[src/rtl/core/srcc_pkg.sv]
`timescale 1ns / 1ps

package srcc_pkg;

    localparam logic [7:0] CRC_POLY = 8'h31;
    localparam logic [7:0] CRC_INIT = 8'hFF;
    localparam logic [7:0] CRC_TOP  = 8'h80;

    // byte positions inside a six-byte frame
    localparam logic [2:0] POS_W0_HI  = 3'd0;
    localparam logic [2:0] POS_W0_LO  = 3'd1;
    localparam logic [2:0] POS_W0_CRC = 3'd2;
    localparam logic [2:0] POS_W1_HI  = 3'd3;
    localparam logic [2:0] POS_W1_LO  = 3'd4;
    localparam logic [2:0] POS_W1_CRC = 3'd5;

    localparam logic [1:0] STATUS_OK     = 2'd0;
    localparam logic [1:0] STATUS_W0_BAD = 2'd1;
    localparam logic [1:0] STATUS_W1_BAD = 2'd2;

    localparam int unsigned OUT_TDATA_W = 40;

    typedef struct packed {
        logic [1:0]  status;
        logic [15:0] voc_word;
        logic [15:0] co2_word;
    } t_result;

    // one byte through crc-8, msb first, bit by bit
    function automatic logic [7:0] crc8_byte(input logic [7:0] crc, input logic [7:0] b);
        logic [7:0] c;
        c = crc ^ b;
        for (int k = 0; k < 8; k++) begin
            if ((c & CRC_TOP) != 8'd0) begin
                c = {c[6:0], 1'b0} ^ CRC_POLY;
            end else begin
                c = {c[6:0], 1'b0};
            end
        end
        return c;
    endfunction

endpackage

[src/rtl/core/srcc_frame_tracker.sv]
`timescale 1ns / 1ps

module srcc_frame_tracker (
    input  logic             i_clk,
    input  logic             i_rst_n,
    input  logic             i_fire,
    input  logic [7:0]       i_rx_byte,
    input  logic             i_frame_start,
    output logic             o_res_valid,
    output srcc_pkg::t_result o_result
);

    logic [2:0]  r_pos;
    logic [7:0]  r_crc;
    logic [15:0] r_word0;
    logic [15:0] r_word1;
    logic        r_word0_bad;

    logic [2:0]  n_pos;
    logic [7:0]  n_crc;
    logic [15:0] n_word0;
    logic [15:0] n_word1;
    logic        n_word0_bad;
    logic [2:0]  pos;

    always_comb begin
        pos = i_frame_start ? srcc_pkg::POS_W0_HI : r_pos;
        // positions past the end of a frame restart it
        if (pos inside {3'd6, 3'd7}) begin
            pos = srcc_pkg::POS_W0_HI;
        end

        n_crc       = r_crc;
        n_word0     = r_word0;
        n_word1     = r_word1;
        n_word0_bad = r_word0_bad;
        o_res_valid = 1'b0;
        o_result.co2_word = r_word0;
        o_result.voc_word = r_word1;
        o_result.status   = srcc_pkg::STATUS_OK;

        case (pos)
            srcc_pkg::POS_W0_HI: begin
                n_crc   = srcc_pkg::crc8_byte(srcc_pkg::CRC_INIT, i_rx_byte);
                n_word0 = {i_rx_byte, 8'h00};
            end
            srcc_pkg::POS_W0_LO: begin
                n_crc   = srcc_pkg::crc8_byte(r_crc, i_rx_byte);
                n_word0 = {r_word0[15:8], i_rx_byte};
            end
            srcc_pkg::POS_W0_CRC: begin
                n_word0_bad = (r_crc != i_rx_byte);
                n_crc       = srcc_pkg::CRC_INIT;
            end
            srcc_pkg::POS_W1_HI: begin
                n_crc   = srcc_pkg::crc8_byte(srcc_pkg::CRC_INIT, i_rx_byte);
                n_word1 = {i_rx_byte, 8'h00};
            end
            srcc_pkg::POS_W1_LO: begin
                n_crc   = srcc_pkg::crc8_byte(r_crc, i_rx_byte);
                n_word1 = {r_word1[15:8], i_rx_byte};
            end
            default: begin
                o_res_valid = 1'b1;
                if (r_word0_bad) begin
                    o_result.status = srcc_pkg::STATUS_W0_BAD;
                end else if (r_crc != i_rx_byte) begin
                    o_result.status = srcc_pkg::STATUS_W1_BAD;
                end
                n_crc = srcc_pkg::CRC_INIT;
            end
        endcase

        n_pos = (pos == srcc_pkg::POS_W1_CRC) ? srcc_pkg::POS_W0_HI : pos + 3'd1;
    end

    always_ff @(posedge i_clk) begin
        if (!i_rst_n) begin
            r_pos       <= srcc_pkg::POS_W0_HI;
            r_crc       <= srcc_pkg::CRC_INIT;
            r_word0     <= 16'd0;
            r_word1     <= 16'd0;
            r_word0_bad <= 1'b0;
        end else if (i_fire) begin
            r_pos       <= n_pos;
            r_crc       <= n_crc;
            r_word0     <= n_word0;
            r_word1     <= n_word1;
            r_word0_bad <= n_word0_bad;
        end
    end

endmodule

[config.mk]
export PLATFORM = sky130hd
export DESIGN_NAME = srcc_frame_tracker
export DESIGN_NICKNAME = d
export VERILOG_FILES = /design/src/rtl/core/srcc_pkg.sv /design/src/rtl/core/srcc_frame_tracker.sv
export SDC_FILE = /design/constraint.sdc
export NUM_CORES = 1
export LEC_CHECK = 0
export BUFFER_PORTS_ARGS = -buffer_cell sky130_fd_sc_hd__buf_4
export CORE_MARGIN = 5
export CORE_UTILIZATION = 45
export CTS_CLUSTER_SIZE = 25
export DETAILED_ROUTE_END_ITERATION = 8
export GPL_TIMING_DRIVEN = 1
export HOLD_SLACK_MARGIN = 0.02
export PLACE_DENSITY = 0.68
export SLEW_MARGIN = 20
export SYNTH_ARGS = -nofsm -noshare
export SYNTH_HDL_FRONTEND = slang
export SYNTH_SLANG_ARGS = --single-unit
[constraint.sdc]
create_clock -name i_clk -period 2.5 [get_ports i_clk]
set_input_delay 0.5 -clock i_clk [delete_from_list [all_inputs] [get_ports i_clk]]
set_output_delay 0.5 -clock i_clk [all_outputs]
set_load 0.01 [all_outputs]
# [Word level (Yosys, flattened, before mapping)]
# Cells that the tools add are included.
[classes] add_sub_neg=1 eq_ne=8 mux=68 bitwise_logic=34 n_reduce_logical=10
[ops] operator="$mux W8" n=28
[ops] operator="$mux W6" n=30
[ops] operator="$not A3 Y3" n=30
[ops] operator="$pmux W16 S2" n=2
[ops] operator="$pmux W8 S4" n=1
[ops] operator="$eq A3 B3 Y1 const B" n=4
[ops] operator="$mux W3" n=3
[ops] operator="$ne A8 B8 Y1" n=1
[ops] operator="$not A8 Y8" n=1
[ops] operator="$xor A8 B8 Y8" n=1
[ops] operator="$eq A3 B2 Y1 const B" n=2
[ops] operator="$mux W2" n=3
[ops] operator="$reduce_and A2 Y1" n=3
[ops] operator="$reduce_and A3 Y1" n=2
[ops] operator="$reduce_bool A2 Y1" n=3
[ops] operator="$reduce_or A5 Y1" n=1
[ops] operator="$add A3 B1 Y3 const B" n=1
[ops] operator="$eq A3 B1 Y1 const B" n=1
[ops] operator="$logic_not A3 Y1" n=1
[ops] operator="$not A1 Y1" n=2
[ops] operator="$mux W1" n=1
[word_totals] regBits=44 in_bits=12 output_inout_bits=35 word_cells=128

# [Depth between registers and ports, before layout]
[depth] depth_word=27 depth_mapped=8

# [Worst setup path before layout]
# No wires, ideal clock.
[synth_timing] kind="input to register" start="in i_frame_start" end="reg r_crc[0]" arrival_ps=1916 slack_ps=453 cell_stages=6 n_path_buf=0 path_cell_list="or3b_1 ha_1 nor3_2 nor2_1 o32ai_1 o31ai_2"
[synth_between] elab_chain_cells=6 word_cells_on_any_way=10 cone_classes="eq/ne: 5; mux: 3; reduce/logical: 2"
[synth_lines] item="from (decl)" line_no="srcc_frame_tracker.sv:8" rtl="input logic i_frame_start,"
[synth_lines] item="$mux W3 *" line_no="srcc_frame_tracker.sv:27" rtl="pos = i_frame_start ? srcc_pkg::POS_W0_HI : r_pos;"
[synth_lines] item="$eq A3 B3 Y1" line_no="srcc_frame_tracker.sv:29" rtl="if (pos inside {3'd6, 3'd7}) begin"
[synth_lines] item="$reduce_bool A2 Y1" line_no="srcc_frame_tracker.sv:29"
[synth_lines] item="$mux W3 *" line_no="srcc_frame_tracker.sv:29"
[synth_lines] item="$eq A3 B3 Y1, or another cell as far along" line_no="srcc_frame_tracker.sv:42" rtl="case (pos)"
[synth_lines] item="$pmux W8 S4 *" line_no="srcc_frame_tracker.sv:42"
[synth_lines] item="to (signal assigned)" line_no="srcc_frame_tracker.sv:80" rtl="r_crc <= srcc_pkg::CRC_INIT;"
[synth_lines] item="to (signal assigned)" line_no="srcc_frame_tracker.sv:86" rtl="r_crc <= n_crc;"
[synth_lines] item="to (decl)" line_no="srcc_frame_tracker.sv:14" rtl="logic [7:0] r_crc;"
# Mark *: on every way between the ends. The rest lies on a longest branch, timed or not.
# A chain may end at the register's enable or synchronous reset.

==> impl_results.md <==
* Worst skew pair latency at 0.30 ns
* Cell area after synthesis at 2300 µm²
* Mean Syn Cell Area at 10.3 µm²
* # IOs at 47
* DR DRC count at 0
* Switching share of power at 28.8%
* Most frequent cell after synthesis: dfxtp_1
* Vias at 1709
* Fmax at 0.488 GHz
* Crit-path max FO at 12
* Total of max-cap violations at 0
* CTS H-tree depth at 2
* CTS max path bufs at 2
* Slew Viols, Final at 0
* Clock skew at 0.00262 ns
* Final #Nets at 275
* Layout cell share with drive strength beyond 1 at 26.6%
* Tcrit/Tclk final at 81.9%
* Pre-CTS setup slack at 0.427 ns
* Clock Power Share at 29.3%
* Worst setup margin at 0.452 ns
* TritonCTS Buffers at 5
* RSZ-0062 raised after global routing: false
* YS warnings at 0
* Post-synth EDFFs at 0
* Logic pwr share at 24.4%
* # clock sinks at 44
* Internal Pwr Total at 1.16 mW
* Leakage dissipation at 1.11 nW
* Post-Synthesis Cells at 224
* CTS Root Buffer Type: clkbuf_8
* Worst Setup Path Type: flip-flop to output port
* Dominant synthesized flop cell: dfxtp_1
* Cell taking the most area after synthesis: dfxtp_1
* Die area at 6650 µm²
* Row Count at 26
* Layout Area Growth over Synthesis at 19.6%
* Worst vdd ir at 0.000332 V
* Fin. Hold Viols at 0
* Power per cell area at 593 nW/µm²
* Mapped Nets at 237
* Antenna violations before repair at 0
* Sequential fraction of the synthesis area at 38.3%
* Worst EP required at 2.00 ns
* Drt pass-1 iters at 4
* FILL cells at 479
* Hold_buf cts at 0
* First-pass GRT wire length at 8.40 mm
* Core ar. at 5040 µm²
* Port bufs at 46
* Ys async rst share at 0%
* Resize count post-CTS at 0
* Synth cell types at 42
* Die Ht at 81.5 µm
* Sequential share of power at 46.3%
* Min cycle time layout at 2.05 ns
* Post-CTS Setup Inserts at 0
* Hold WS at 0.505 ns
* CP endpoint kind: output port
* Gpl congestion at 0.804
* GRT overflow at 0
* Setup_tns at 0 ns
* Yosys top cell area share at 38.3%
* Pin count of the biggest net entering global routing at 42
* ANT cells at 0
* Initial Util at 45.7%
* Starting DRT DRC Count at 117
* Antenna Violating Nets Remaining at 0
* Vias per inst at 5.13
* Vias in the first global route at 1608
* Outcome: completed
* Non-Filler Instances at 333
* All-Layer GR Usage at 16.6%
* Class of the worst hold path: flip-flop to flip-flop
* Crit start category: flip-flop
* Slew headroom at 52.5%
* Register bit total from synthesis at 44
* Slew of the pin with the lowest slew margin at 0.707 ns
* # setup viols final at 0
* CTS tree: built
* Post-route core utilization at 54.6%
* WP data arrival at 1.55 ns
* Routed len/inst at 15.4 µm
* P_sw at 0.470 mW
* Routed WL at 5.13 mm
* Top cells by count, synth: 44 x dfxtp_1, 36 x nor2b_1, 18 x mux2i_1, 18 x xnor2_1, 16 x a22oi_1
* Most area-consuming cells after synthesis: dfxtp_1 38%, nor2b_1 9.8%, mux2i_1 7.8%
* DP Wirelength at 3.52 mm
* Worst-path clk slew at 0.09 ns
* Placed Instances at 325
* Die X at 81.5 µm
==> worst paths after layout <==
| check | from | endpoint | slack (ns) | depth (start not counted) |
|---|---|---|---|---|
| min | r_crc[5] | r_crc[5] | 0.51 | 1 |
| min reg2reg | r_crc[5] | r_crc[5] | 0.51 | 1 |
| max reg2reg | r_pos[2] | r_crc[0] | 0.47 | 6 |
| max | r_pos[1] | o_result[33] | 0.45 | 4 |
==> kinds of logic after synthesis <==
| logic type | synth area share [%] |
|---|---|
| xor+xnor | 17.8 |
| flops | 38.3 |
| simple gates | 18.6 |
| mux | 7.83 |
| buf+inv | 3.70 |
| fa+ha+maj | 0.543 |
| compound gates | 13.3 |
==> critical path, cell delays in order, from the launching register on <==
cell     delay [ns]
dfxtp_1        0.44
nor2_1         0.22
and3_1         0.24
nor3b_1        0.20
buf_4          0.15
==> power groups by stage <==
| stage | Clock [mW] | Sequential, mW | Combinational [mW] |
|---|---|---|---|
| 6_report | 0.479 | 0.756 | 0.399 |
| 5_1_grt | 0.517 | 0.761 | 0.432 |
| 4_1_cts | 0.494 | 0.756 | 0.400 |
| 3_5_place_dp | 0 | 0.773 | 0.398 |
| 3_3_place_gp | 0 | 0.772 | 0.398 |
| 2_1_floorplan | 0 | 0.770 | 0.320 |
==> registers in the layout, indices dropped and copies added, names as in the netlist <==
signal	flops
r_crc	8
r_word0_bad	1
r_pos	3
r_word0	16
r_word1	16
==> cell usage in the layout, fill, tap and decap left out, types with 2 or more instances in the layout <==
| cell | n |
|---|---|
| nor2_1 | 13 |
| nor2b_1 | 36 |
| xnor2_1 | 18 |
| xnor3_2 | 2 |
| clkbuf_8 | 6 |
| xor2_1 | 5 |
| nand4_1 | 2 |
| o21a_1 | 4 |
| a21oi_1 | 2 |
| xor2_2 | 2 |
| o221ai_1 | 4 |
| o21ai_1 | 5 |
| mux2i_1 | 18 |
| xnor2_2 | 5 |
| nand2_1 | 5 |
| a22oi_1 | 16 |
| o211a_1 | 2 |
| buf_4 | 47 |
| o221a_1 | 2 |
| and3_1 | 2 |
| or3b_1 | 2 |
| dfxtp_1 | 44 |
==> layout make-up <==
class	instances	area, µm²	share of cell area (%)
clock buffers	6	82.6	3.00
well taps	70	87.6	3.18
flip-flops and latches	44	881	32.0
multi-input cells	164	1340	48.5
repair buffers	47	353	12.8
clock inverters	2	13.8	0.500
==> layer usage <==
metal	GRT usage (%)	part of all wire, %
met3	4.06	5.2
met2	23.7	44
met1	24.0	49
met4	6.08	2.2
met5	0	0
==> stage by stage <==
stage / instance area, µm² / power [mW]
finish: 2750 / 1.63
global route: 2750 / 1.71
CTS: 2750 / 1.65
detailed placement: 2660 / 1.17
global placement: 2660 / 1.17
floorplan: 2300 / 1.09
Power figures use the tool's default switching activity.
